`config.mk`:
```
export PLATFORM = sky130hd
export DESIGN_NAME = decimal_digit_add_multiply_core
export DESIGN_NICKNAME = d
export VERILOG_FILES = /design/src/sv/ddam_pkg.sv /design/src/sv/ddam_digit_unit.sv /design/src/sv/ddam_operand_store.sv /design/src/sv/decimal_digit_add_multiply_core.sv
export VERILOG_INCLUDE_DIRS = /design/src /design/src/sv
export SDC_FILE = /design/constraint.sdc
export NUM_CORES = 1
export LEC_CHECK = 0
export BUFFER_PORTS_ARGS = -buffer_cell sky130_fd_sc_hd__buf_2
export CAP_MARGIN = 5
export CORE_UTILIZATION = 50
export CTS_BUF_LIST = sky130_fd_sc_hd__clkbuf_4 sky130_fd_sc_hd__clkbuf_8 sky130_fd_sc_hd__clkbuf_16
export CTS_CLUSTER_DIAMETER = 30
export CTS_CLUSTER_SIZE = 25
export DETAILED_ROUTE_END_ITERATION = 6
export GPL_TIMING_DRIVEN = 0
export MAX_ROUTING_LAYER = met4
export PLACE_DENSITY = 0.68
export REMOVE_ABC_BUFFERS = 1
export SYNTH_ARGS = -nofsm -noshare
export SYNTH_HDL_FRONTEND = slang
export SYNTH_SLANG_ARGS = --single-unit
```
`constraint.sdc`:
```
create_clock -name clk -period 8.8 [get_ports clk]
set_input_delay 0 -clock clk [delete_from_list [all_inputs] [get_ports clk]]
set_output_delay 0 -clock clk [all_outputs]
set_load 0.005 [all_outputs]
```
`src/sv/decimal_digit_add_multiply_core_assert.svh`:
```
// Assertion macros shared by the decimal add/multiply core.
`ifndef DECIMAL_DIGIT_ADD_MULTIPLY_CORE_ASSERT_SVH
`define DECIMAL_DIGIT_ADD_MULTIPLY_CORE_ASSERT_SVH

// Same-cycle implication.
`define DDAM_ASSERT_NOW(name, clk_s, rst_s, ante, cons, msg) \
  name: assert property (@(posedge clk_s) disable iff (rst_s) (ante) |-> (cons)) \
    else $error(msg);

// Next-cycle implication.
`define DDAM_ASSERT_NEXT(name, clk_s, rst_s, ante, cons, msg) \
  name: assert property (@(posedge clk_s) disable iff (rst_s) (ante) |=> (cons)) \
    else $error(msg);

`endif

```
`src/sv/ddam_pkg.sv`:
```
package ddam_pkg;

  localparam int DIGITS = 32;
  localparam int POS_W  = $clog2(DIGITS);
  localparam int CNT_W  = $clog2(DIGITS + 1);
  // column sum: acc digit + 15*15 + carry <= 260
  localparam int SUM_W   = 9;
  localparam int CARRY_W = 5;

  typedef logic [3:0] digit_t;
  typedef logic [DIGITS-1:0][3:0] digit_vec_t;

  // operand store controls from the sequencer
  typedef struct packed {
    logic load;
    logic clear;
    logic rot_a;
    logic rot_b;
    logic next_row;
  } op_ctl_t;

endpackage

```
`src/sv/ddam_digit_unit.sv`:
```
module ddam_digit_unit (
  input  logic            clk,
  input  logic            rst,
  input  logic            step,
  input  logic            clear,
  input  logic            mul,
  input  ddam_pkg::digit_t acc_in,
  input  ddam_pkg::digit_t a,
  input  ddam_pkg::digit_t b,
  output ddam_pkg::digit_t digit,
  output logic            carry_nz
);
  import ddam_pkg::*;

  logic [7:0]         prod;
  logic [4:0]         sum_ab;
  logic [SUM_W-1:0]   term;
  logic [SUM_W-1:0]   t;
  logic [16:0]        recip;
  logic [CARRY_W-1:0] quot;
  logic [SUM_W-1:0]   rem;
  logic [CARRY_W-1:0] carry;

  assign prod   = {4'd0, a} * {4'd0, b};
  assign sum_ab = {1'b0, a} + {1'b0, b};
  assign term   = mul ? {1'b0, prod} : {4'd0, sum_ab};
  assign t      = {5'd0, acc_in} + term + {4'd0, carry};

  // t / 10 as (t * 205) >> 11, exact for t up to well past 260
  assign recip  = {8'd0, t} * 17'd205;
  assign quot   = recip[15:11];
  assign rem    = t - ({4'd0, quot} * 9'd10);
  assign digit  = rem[3:0];
  assign carry_nz = (quot != '0);

  always_ff @(posedge clk) begin
    if (rst || clear) begin
      carry <= '0;
    end else if (step) begin
      carry <= quot;
    end
  end

endmodule

```
`src/sv/ddam_operand_store.sv`:
```
module ddam_operand_store (
  input  logic             clk,
  input  logic             rst,
  input  ddam_pkg::op_ctl_t ctl,
  input  ddam_pkg::digit_t  a_in,
  input  ddam_pkg::digit_t  b_in,
  output ddam_pkg::digit_t  a0,
  output ddam_pkg::digit_t  b0,
  output logic             row_ovf,
  output logic             ovf_seen
);
  import ddam_pkg::*;

  digit_vec_t       opa;
  digit_vec_t       opb;
  logic [CNT_W-1:0] count;
  logic             bhigh;

  assign a0 = opa[0];
  assign b0 = opb[0];
  // next row's multiplier digit meets a dropped high digit of b
  assign row_ovf = (opa[1] != '0) && (bhigh || (opb[DIGITS-1] != '0));

  always_ff @(posedge clk) begin
    if (rst || ctl.clear) begin
      opa      <= '0;
      opb      <= '0;
      count    <= '0;
      ovf_seen <= 1'b0;
      bhigh    <= 1'b0;
    end else if (ctl.load) begin
      if (count < CNT_W'(DIGITS)) begin
        opa[count[POS_W-1:0]] <= a_in;
        opb[count[POS_W-1:0]] <= b_in;
        count <= count + 1'b1;
      end else if ((a_in != '0) || (b_in != '0)) begin
        ovf_seen <= 1'b1;
      end
    end else if (ctl.next_row) begin
      opa   <= {4'd0, opa[DIGITS-1:1]};
      opb   <= {opb[DIGITS-2:0], 4'd0};
      bhigh <= bhigh || (opb[DIGITS-1] != '0);
    end else begin
      if (ctl.rot_a) begin
        opa <= {opa[0], opa[DIGITS-1:1]};
      end
      if (ctl.rot_b) begin
        opb <= {opb[0], opb[DIGITS-1:1]};
      end
    end
  end

endmodule

```
`src/sv/decimal_digit_add_multiply_core.sv`:
```
// Decimal add/multiply core, DIGITS (32) decimal digits per operand. Each
// request on the input channel carries one digit of each operand, least
// significant first; the request with last_digit set also picks the
// operation through kind (0 add, 1 multiply) and starts it. Digit pairs past
// DIGITS are dropped and flag overflow if nonzero; digits not loaded are
// zero. The result goes out as DIGITS requests, least significant digit
// first, last_result on the top digit, overflow the same on all of them.
// Everything runs through one digit multiply-add unit, one column per
// cycle. Add makes one pass over the columns, multiply one pass over the
// accumulator per multiplier digit with a shift state between rows, and
// then the result digits are sent. Non-final digit requests for the next
// operation are taken while the result is still being sent; the final one
// waits until the last result digit has gone.
module decimal_digit_add_multiply_core (
  input  logic            clk,
  input  logic            rst,
  input  logic            in_valid,
  output logic            in_stall,
  input  ddam_pkg::digit_t a_digit,
  input  ddam_pkg::digit_t b_digit,
  input  logic            kind,
  input  logic            last_digit,
  output logic            out_valid,
  input  logic            out_stall,
  output ddam_pkg::digit_t result_digit,
  output logic            overflow,
  output logic            last_result
);
  import ddam_pkg::*;
  `include "decimal_digit_add_multiply_core_assert.svh"

  localparam logic [1:0] S_LOAD = 2'd0;
  localparam logic [1:0] S_CALC = 2'd1;
  localparam logic [1:0] S_NEXT = 2'd2;
  localparam logic [1:0] S_EMIT = 2'd3;

  localparam logic [POS_W-1:0] POS_LAST = POS_W'(DIGITS - 1);

  logic [1:0]       state;
  logic [POS_W-1:0] pos;
  logic [POS_W-1:0] row;
  logic             mul_op;
  logic             ovf;
  digit_vec_t       acc;

  op_ctl_t ctl;
  digit_t  a0;
  digit_t  b0;
  digit_t  sum_digit;
  logic    carry_nz;
  logic    row_ovf;
  logic    ovf_seen;
  logic    in_acc;
  logic    out_acc;
  logic    start;
  logic    unit_clear;
  logic    col_last;
  logic    calc_done;

  // a final request must wait while the previous result is still going out
  assign in_stall = (state == S_CALC) || (state == S_NEXT) ||
                    ((state == S_EMIT) && last_digit);
  assign in_acc   = in_valid && !in_stall;
  assign start    = in_acc && last_digit;

  assign out_valid    = (state == S_EMIT);
  assign result_digit = acc[0];
  assign overflow     = ovf;
  assign last_result  = (pos == POS_LAST);
  assign out_acc      = out_valid && !out_stall;

  assign col_last   = (state == S_CALC) && (pos == POS_LAST);
  assign calc_done  = col_last && (!mul_op || (row == POS_LAST));
  assign unit_clear = start || (state == S_NEXT);

  always_comb begin
    ctl          = '0;
    ctl.load     = in_acc;
    ctl.rot_b    = (state == S_CALC);
    ctl.rot_a    = (state == S_CALC) && !mul_op;
    ctl.next_row = (state == S_NEXT);
    ctl.clear    = calc_done;
  end

  ddam_operand_store u_store (
    .clk      (clk),
    .rst      (rst),
    .ctl      (ctl),
    .a_in     (a_digit),
    .b_in     (b_digit),
    .a0       (a0),
    .b0       (b0),
    .row_ovf  (row_ovf),
    .ovf_seen (ovf_seen)
  );

  // accumulator digit enters only when multiplying
  ddam_digit_unit u_unit (
    .clk      (clk),
    .rst      (rst),
    .step     (state == S_CALC),
    .clear    (unit_clear),
    .mul      (mul_op),
    .acc_in   (mul_op ? acc[0] : 4'd0),
    .a        (a0),
    .b        (b0),
    .digit    (sum_digit),
    .carry_nz (carry_nz)
  );

  always_ff @(posedge clk) begin
    if (rst) begin
      state  <= S_LOAD;
      pos    <= '0;
      row    <= '0;
      mul_op <= 1'b0;
      ovf    <= 1'b0;
    end else begin
      case (state)
        S_LOAD: begin
          if (start) begin
            state  <= S_CALC;
            mul_op <= kind;
            pos    <= '0;
            row    <= '0;
            ovf    <= 1'b0;
          end
        end
        S_CALC: begin
          pos <= col_last ? '0 : pos + 1'b1;
          if (col_last) begin
            // carry out of the top column means the true result is wider
            ovf <= ovf || carry_nz || (calc_done && ovf_seen);
            state <= calc_done ? S_EMIT : S_NEXT;
          end
        end
        S_NEXT: begin
          ovf   <= ovf || row_ovf;
          row   <= row + 1'b1;
          state <= S_CALC;
        end
        S_EMIT: begin
          if (out_acc) begin
            pos <= (pos == POS_LAST) ? '0 : pos + 1'b1;
            if (pos == POS_LAST) begin
              state <= S_LOAD;
            end
          end
        end
        default: begin
          state <= S_LOAD;
        end
      endcase
    end
  end

  // accumulator: cleared on start, rotated once per column and per sent digit
  always_ff @(posedge clk) begin
    if (start) begin
      acc <= '0;
    end else if (state == S_CALC) begin
      acc <= {sum_digit, acc[DIGITS-1:1]};
    end else if (out_acc) begin
      acc <= {acc[0], acc[DIGITS-1:1]};
    end
  end

  `DDAM_ASSERT_NOW(a_digit_range, clk, rst, out_valid, result_digit <= 4'd9, "result digit above 9")
  `DDAM_ASSERT_NEXT(a_emit_end, clk, rst, out_acc && last_result, !out_valid && !in_stall, "no return to load after top digit")
  `DDAM_ASSERT_NEXT(a_done_emit, clk, rst, calc_done, out_valid && (pos == '0), "result not started at digit zero")
  `DDAM_ASSERT_NOW(a_no_start_busy, clk, rst, state != S_LOAD, !start, "operation started while busy")

endmodule
```
* Word-level counts from Yosys, hierarchy flattened
Cells that the tools add are included.
** Storage, ports and cells
- Flip-flop bits (word level) :: 411
** Operators by class
- $add $sub $neg :: 7
- $mul :: 3
- $lt $le $gt $ge :: 3
- Eq/ne operators :: 10
- Mux-type cells :: 31
- Bitwise operators :: 2
- Reduce and logical (&&, ||, !) cells :: 46
** Operators by type and width (count)
- 128-bit 2-to-1 mux :: 10
- 128-bit bitwise mux :: 2
- 4-bit demux with 5-bit select :: 1
- 5-bit 2-to-1 mux :: 4
- 9-bit by 8-bit multiplier with 16-bit output (second input constant) :: 1
- 4-bit nonzero test :: 4
- 5-bit case mux with 3 select lines :: 1
- 2-bit AND reduction :: 6
- 3-bit nonzero test :: 4
- 1-bit logical OR :: 11
- 5-bit by 1-bit adder with 5-bit output (second input constant) :: 2
- 5-bit == test (second input constant) :: 2
- 1-bit logical AND :: 10
- 5-bit case mux with 2 select lines :: 1
- 4-bit by 9-bit adder with 9-bit output :: 1
- 9-bit by 5-bit adder with 9-bit output :: 1
- 3-bit AND reduction :: 3
- 4-bit by 4-bit multiplier with 8-bit output :: 1
- 2-bit 2-to-1 mux :: 4
- 4-bit 2-to-1 mux :: 2
- 8-bit 2-to-1 mux :: 1
- 2-bit case mux with 4 select lines :: 1
- 6-bit by 1-bit adder with 6-bit output (second input constant) :: 1
- 5-bit by 6-bit < comparator with 1-bit output (second input constant) :: 1
- other kinds (17) :: 27

* Longest topological paths before layout
- Word-level depth :: 10
- Gate-level depth with buffers :: 33
- Gate-level depth less buffers :: 33

* Cells and area by module
Synthesis repeated with hierarchy kept, for this count alone.
** Unflattened totals
- Cells, all modules :: 2922
- Area total of the unflattened synthesis :: 24942.7 um^2
** By module, submodules not included
- ddam_operand_store :: times used 1, cells each 1975, area each 17196.5 um^2, seq. area each 5285.1 um^2
- decimal_digit_add_multiply_core :: times used 1, cells each 675, area each 5341.4 um^2, seq. area each 2842.7 um^2
- ddam_digit_unit :: times used 1, cells each 272, area each 2404.8 um^2, seq. area each 100.1 um^2

* Worst setup path after synthesis
No wires, ideal clock.
- Path type :: reg-to-reg
- Start point :: register u_store.opa (netlist bit u_store.a0[1])
- End point :: register acc[127] in the netlist's numbering
- Arrival time :: 8.158 ns
- Required time :: 8.668 ns
- Setup slack :: 0.511 ns
- Cell stages (with the launch flop) :: 33
- Cell sequence :: dfxtp_1 > nand2_1 > fa_1 > inv_1 > fa_1 > inv_1 > fa_1 > o21ai_0 > fa_1 > ha_1 > a21oi_1 > o21bai_1 > a21oi_1 > xor2_1 > ha_1 > inv_1 > fa_1 > inv_1 > fa_1 > inv_1 > fa_1 > inv_1 > ha_1 > a21o_1 > a21o_1 > a221oi_1 > xnor2_1 > ha_1 > inv_1 > fa_1 > xnor3_1 > mux2i_1 > o21ai_0
** Between the ends
- Longest elaborated chain between the ends :: 8
** Ends and longest elaborated chain
- from (decl) :: line ddam_operand_store.sv:14 : digit_vec_t opa;
- from (signal, indexed assignment) :: line ddam_operand_store.sv:33 : opa[count[POS_W-1:0]] <= a_in;
- from (signal assigned) :: line ddam_operand_store.sv:40 : opa <= {4'd0, opa[DIGITS-1:1]};
- from (signal assigned) :: line ddam_operand_store.sv:45 : opa <= {opa[0], opa[DIGITS-1:1]};
- 4-bit by 4-bit multiplier with 8-bit output / 4-bit by 4-bit adder with 5-bit output (equally long branches) :: line ddam_digit_unit.sv:24, ddam_digit_unit.sv:25
- 8-bit 2-to-1 mux * :: line ddam_digit_unit.sv:26 : assign term = mul ? {1'b0, prod} : {4'd0, sum_ab};
- 4-bit by 9-bit adder with 9-bit output * :: line ddam_digit_unit.sv:27 : assign t = {5'd0, acc_in} + term + {4'd0, carry};
- 9-bit by 5-bit adder with 9-bit output * :: line ddam_digit_unit.sv:27
- 9-bit by 8-bit multiplier with 16-bit output * :: line ddam_digit_unit.sv:30 : assign recip = {8'd0, t} * 17'd205;
- via u_unit.recip[11] :: line ddam_digit_unit.sv:19 : logic [16:0] recip;
- 5-bit by 3-bit multiplier with 3-bit output * :: line ddam_digit_unit.sv:32 : assign rem = t - ({4'd0, quot} * 9'd10);
- 4-bit subtractor * :: line ddam_digit_unit.sv:32
- 128-bit 2-to-1 mux * :: line decimal_digit_add_multiply_core.sv:161 : end else if (state == S_CALC) begin
- to (signal assigned) :: line decimal_digit_add_multiply_core.sv:162 : acc <= {sum_digit, acc[DIGITS-1:1]};
- to (signal assigned) :: line decimal_digit_add_multiply_core.sv:164 : acc <= {acc[0], acc[DIGITS-1:1]};
- to (decl) :: line decimal_digit_add_multiply_core.sv:44 : digit_vec_t acc;
The timed path passes the listed nets; every way through them passes the cells marked *.
A chain may end at the register's enable or synchronous reset.

* Final worst setup path
- Start point :: register u_store.opb (netlist bit u_store.b0[3])
- End point :: register acc[127] in the netlist's numbering
** Between the ends
- Longest elaborated chain between the ends :: 8
** Ends and longest elaborated chain
- from (decl) :: line ddam_operand_store.sv:15 : digit_vec_t opb;
- from (signal, indexed assignment) :: line ddam_operand_store.sv:34 : opb[count[POS_W-1:0]] <= b_in;
- from (signal assigned) :: line ddam_operand_store.sv:41 : opb <= {opb[DIGITS-2:0], 4'd0};
- from (signal assigned) :: line ddam_operand_store.sv:48 : opb <= {opb[0], opb[DIGITS-1:1]};
- 4-bit by 4-bit multiplier with 8-bit output / 4-bit by 4-bit adder with 5-bit output (equally long branches) :: line ddam_digit_unit.sv:24, ddam_digit_unit.sv:25
- 8-bit 2-to-1 mux * :: line ddam_digit_unit.sv:26
- 4-bit by 9-bit adder with 9-bit output * :: line ddam_digit_unit.sv:27
- 9-bit by 5-bit adder with 9-bit output * :: line ddam_digit_unit.sv:27
- 9-bit by 8-bit multiplier with 16-bit output * :: line ddam_digit_unit.sv:30
- via u_unit.recip[11] :: line ddam_digit_unit.sv:19
- 5-bit by 3-bit multiplier with 3-bit output * :: line ddam_digit_unit.sv:32
- 4-bit subtractor * :: line ddam_digit_unit.sv:32
- 128-bit 2-to-1 mux * :: line decimal_digit_add_multiply_core.sv:161
Marked as above.

==> qor.txt <==
Final setup violation count - 0
Clock Pin Slew Worst Setup and Hold Paths - 50 ps
CTS root buf - clkbuf_16
Power per standard cell area - 393 nW/um2
1st-pass router iterations - 7
Die height - 207 um
CP peak stage delay - 560 ps
Slew Viols, Final - 0
CTS tree - yes
Max cap viols - 0
CP Max Fanout - 7
Die width - 207 um
Rel. slew slack - 13.4%
FF-to-FF Start - u_store.b0[3]$_SDFFE_PP0P_
Post-DR wirelength/cell - 16.3 um
Final hold vios - 0
Startpoint Class - flip-flop
Initial antenna violation count - 0
Final wirelength - 50200 um
Fill cells - 3503
Period minus WS final - 8390 ps
Req. time, crit path - 9260 ps
Worst vdd ir - 222 uV
Ratio of cells with drive above 1 in the final layout - 11.3%
TritonCTS Buffers - 87
Clock Tree Buf Depth - 3
Row cnt - 74
RSZ-0062 raised after global routing - false
Fin crit share - 95.4%
CTS sink cnt - 411
Outcome - finished with violations
CP dominant cell by count - fa_1
Gr usage total - 23.7%
Worst R2R Path Depth - 32
Critical R2R Capture - acc[127]$_SDFFE_PP0P_
Min-delay src - last_digit
Post-synth EDFFs - 0
Largest family of logic cells by synthesized area - compound AO/OA/AOI/OAI gates
Unique masters post-synth - 71
Yosys reg bits - 411
Hpwl dp - 31800 um
Final hold slack - 64.4 ps
Global route total overflow - 0
Remaining routing DRC violations - 3
Htree depth - 3
Worst Hold Path EP - acc[127]$_SDFFE_PP0P_
Worst skew pair latency - 620 ps
Top delay family on crit path - adder cells
Synth Instances - 2548
HP Class - in2reg
R2r setup slk - 410 ps
Area growth syn-to-layout - 17.4%
Pleak - 9.12 nW
Post-layout util - 60.0%
Kind of critical path - reg2reg
Least-Margin Pin Slew - 1300 ps
Mean post-synth cell area - 8.25 um2
Number of I/O pins - 22
Hold depth - 5
Detailed-route via count - 17800
Skew final - 22.2 ps
Vias in the first global route - 16700
Top_reg_cell synth - dfxtp_1
Number of vias per cell - 5.77
ANT nets after route - 0
Failing checks - design-rule violations
FFs w/ async S/R, synth - 0%
First-pass GRT wire length - 83400 um
Post-synthesis adder-cell area fraction - 6.93%
# port buffers - 21
CP arrival - 8860 ps
Nets - 2599
CP max stage cell - fa_1
Iter 0 DRT Violations - 1459
Worst path bufs/invs - 7
Pin count of the biggest net entering global routing - 117
Reg area - 8250 um2
XOR/XNOR Fraction of Synth Area - 1.11%
Simple logic cell fraction of the synthesized area - 16.7%
Number of diodes - 0
Max Fclk - 0.119 GHz
GPL Wtd Cong - 0.849
CP Capture Type - flip-flop
Starting Density - 51.1%
Multi-input logic area - 11700 um2
Final setup TNS - 0 ps
Core box area - 41100 um2
Cell area after synthesis - 21000 um2
Number of synthesis warnings - 0
Synth Area in Compound Gates - 23.9%
Sequential area share after synthesis - 39.2%
Mux contribution to synthesized area - 6.48%
Die area - 42900 um2
layout make-up:
cell class,count,area share [%]
clock buffer,103,9.63
clock inverter,58,3.17
inverter,66,1.00
multi-input combinational,1863,47.5
sequential,411,33.4
tap,532,2.70
timing repair buffer,54,2.53
power breakdown:
group,switching [mW],internal [mW],leakage [nW]
registers,0.408,2.42,3.35
logic,2.07,1.33,4.23
clock network,1.11,2.36,1.54
total,3.58,6.10,9.12
worst min-delay path: cells and delay by family:
| kind | cells | cell delay (ps) |
|---|---|---|
| compound gates | 1 | 60 |
| simple gates | 2 | 380 |
| mux | 1 | 60 |
| buf+inv | 1 | 130 |
synth_stat cells (3+ instances only):
library cell / number / area [um2]
a211oi_1: 231 / 1730
a211oi_2: 11 / 138
a21boi_2: 6 / 67.6
a21o_1: 13 / 97.6
a21oi_1: 370 / 1850
a22oi_1: 6 / 45.0
a31oi_1: 11 / 68.8
and2_1: 11 / 68.8
and2b_1: 4 / 30.0
and3_1: 8 / 50.1
buf_1: 13 / 48.8
buf_2: 18 / 90.1
buf_4: 24 / 180
buf_6: 7 / 78.8
clkbuf_1: 145 / 544
dfxtp_1: 411 / 8230
fa_1: 24 / 480
ha_1: 78 / 976
inv_1: 62 / 233
inv_2: 3 / 11.3
mux2i_1: 135 / 1350
nand2_1: 295 / 1110
nand2b_1: 6 / 37.5
nand3_1: 21 / 105
nand3b_1: 9 / 67.6
nand4_1: 3 / 18.8
nor2_1: 433 / 1630
nor2b_1: 21 / 131
nor3_1: 9 / 45.0
nor4_1: 4 / 25.0
o211ai_1: 23 / 173
o21ai_0: 35 / 175
o21bai_1: 3 / 22.5
o22ai_1: 4 / 25.0
o41ai_2: 13 / 211
o41ai_4: 9 / 248
or4_1: 4 / 30.0
xnor2_1: 16 / 140
xor2_1: 8 / 70.1
sequential cells by signal (all words and copies together) (netlist names), 5 cells and up:
register / flops
u_store.opa: 124
u_store.count: 6
u_unit.carry: 5
pos: 5
u_store.opb: 124
row: 5
acc: 124
repair_timing:
action	CTS	global route
hold buffers	9	0
setup endpoints to repair	2	2
hold endpoints to repair	21	0
setup buffers	1	5
pin swaps	1	6
gates resized for setup	11	10
metrics by stage:
stage               total power, mW  setup WS (ps)  std cells  cell area (um2)
detailed placement             6.14           -298       2908            21300
finish                         9.69            405       3087            24700
global placement               6.04          -5920       2893            20800
CTS                            9.68           69.9       3079            24600
floorplan                      5.33          -1950       2340            20100
global route                   10.3           1.57       3087            24700
cells in the final DEF, fill, tap and decap left out, types with 8 or more instances in the layout:
| cell type | instances |
|---|---|
| xnor2_1 | 14 |
| nor2b_1 | 21 |
| a211oi_1 | 231 |
| o21ai_0 | 33 |
| nor3_1 | 9 |
| o41ai_4 | 9 |
| nand3_1 | 21 |
| fa_1 | 24 |
| o41ai_2 | 13 |
| clkinv_4 | 11 |
| a21o_1 | 12 |
| and3_1 | 8 |
| clkbuf_16 | 89 |
| a31oi_1 | 11 |
| inv_1 | 62 |
| bufinv_16 | 14 |
| ha_1 | 76 |
| mux2i_1 | 135 |
| and2_1 | 10 |
| nor2_1 | 432 |
| o211ai_1 | 23 |
| dfxtp_1 | 404 |
| clkinv_2 | 13 |
| buf_2 | 22 |
| dlygate4sd3_1 | 9 |
| nand2_1 | 295 |
| a21oi_1 | 366 |
| clkinvlp_4 | 9 |
| a211oi_2 | 10 |
| nand3b_1 | 9 |
metal layers:
| layer | vias up | track usage (%) | wire, um |
|---|---|---|---|
| li1 | 8812 | - | - |
| met1 | 8445 | 29.8 | 22600 |
| met2 | 442 | 37.5 | 23700 |
| met3 | 105 | 4.64 | 2430 |
| met4 | 0 | 8.93 | 1410 |
| met5 | - | - | 0 |
how the worst max path moves through the flow:
stage	cells past startpoint	slack (ps)	startpoint	to
6_report	32	410	u_store.b0[3]$_SDFFE_PP0P_	acc[127]$_SDFFE_PP0P_
5_1_grt	33	2	u_store.b0[3]$_SDFFE_PP0P_	acc[127]$_SDFFE_PP0P_
4_1_cts	32	70	u_store.a0[0]$_SDFFE_PP0P_	acc[127]$_SDFFE_PP0P_
3_5_place_dp	31	-300	u_store.b0[3]$_SDFFE_PP0P_	acc[127]$_SDFFE_PP0P_
3_3_place_gp	5	-5920	state[0]$_SDFFE_PP0P_	u_store.opa[9]$_SDFFE_PP0P_
2_1_floorplan	6	-1950	state[0]$_SDFFE_PP0P_	u_store.opa[104]$_SDFFE_PP0P_
cell families after synthesis:
kind of cell	count (synthesis)
xor gates and xnor gates	25
muxes	136
adders and majority gates	102
and+or+nand+nor	849
AOI/OAI and AO/OA	751
buffers and inverters	274
DFF	411
Note: power is estimated with default switching activity, not from simulation.
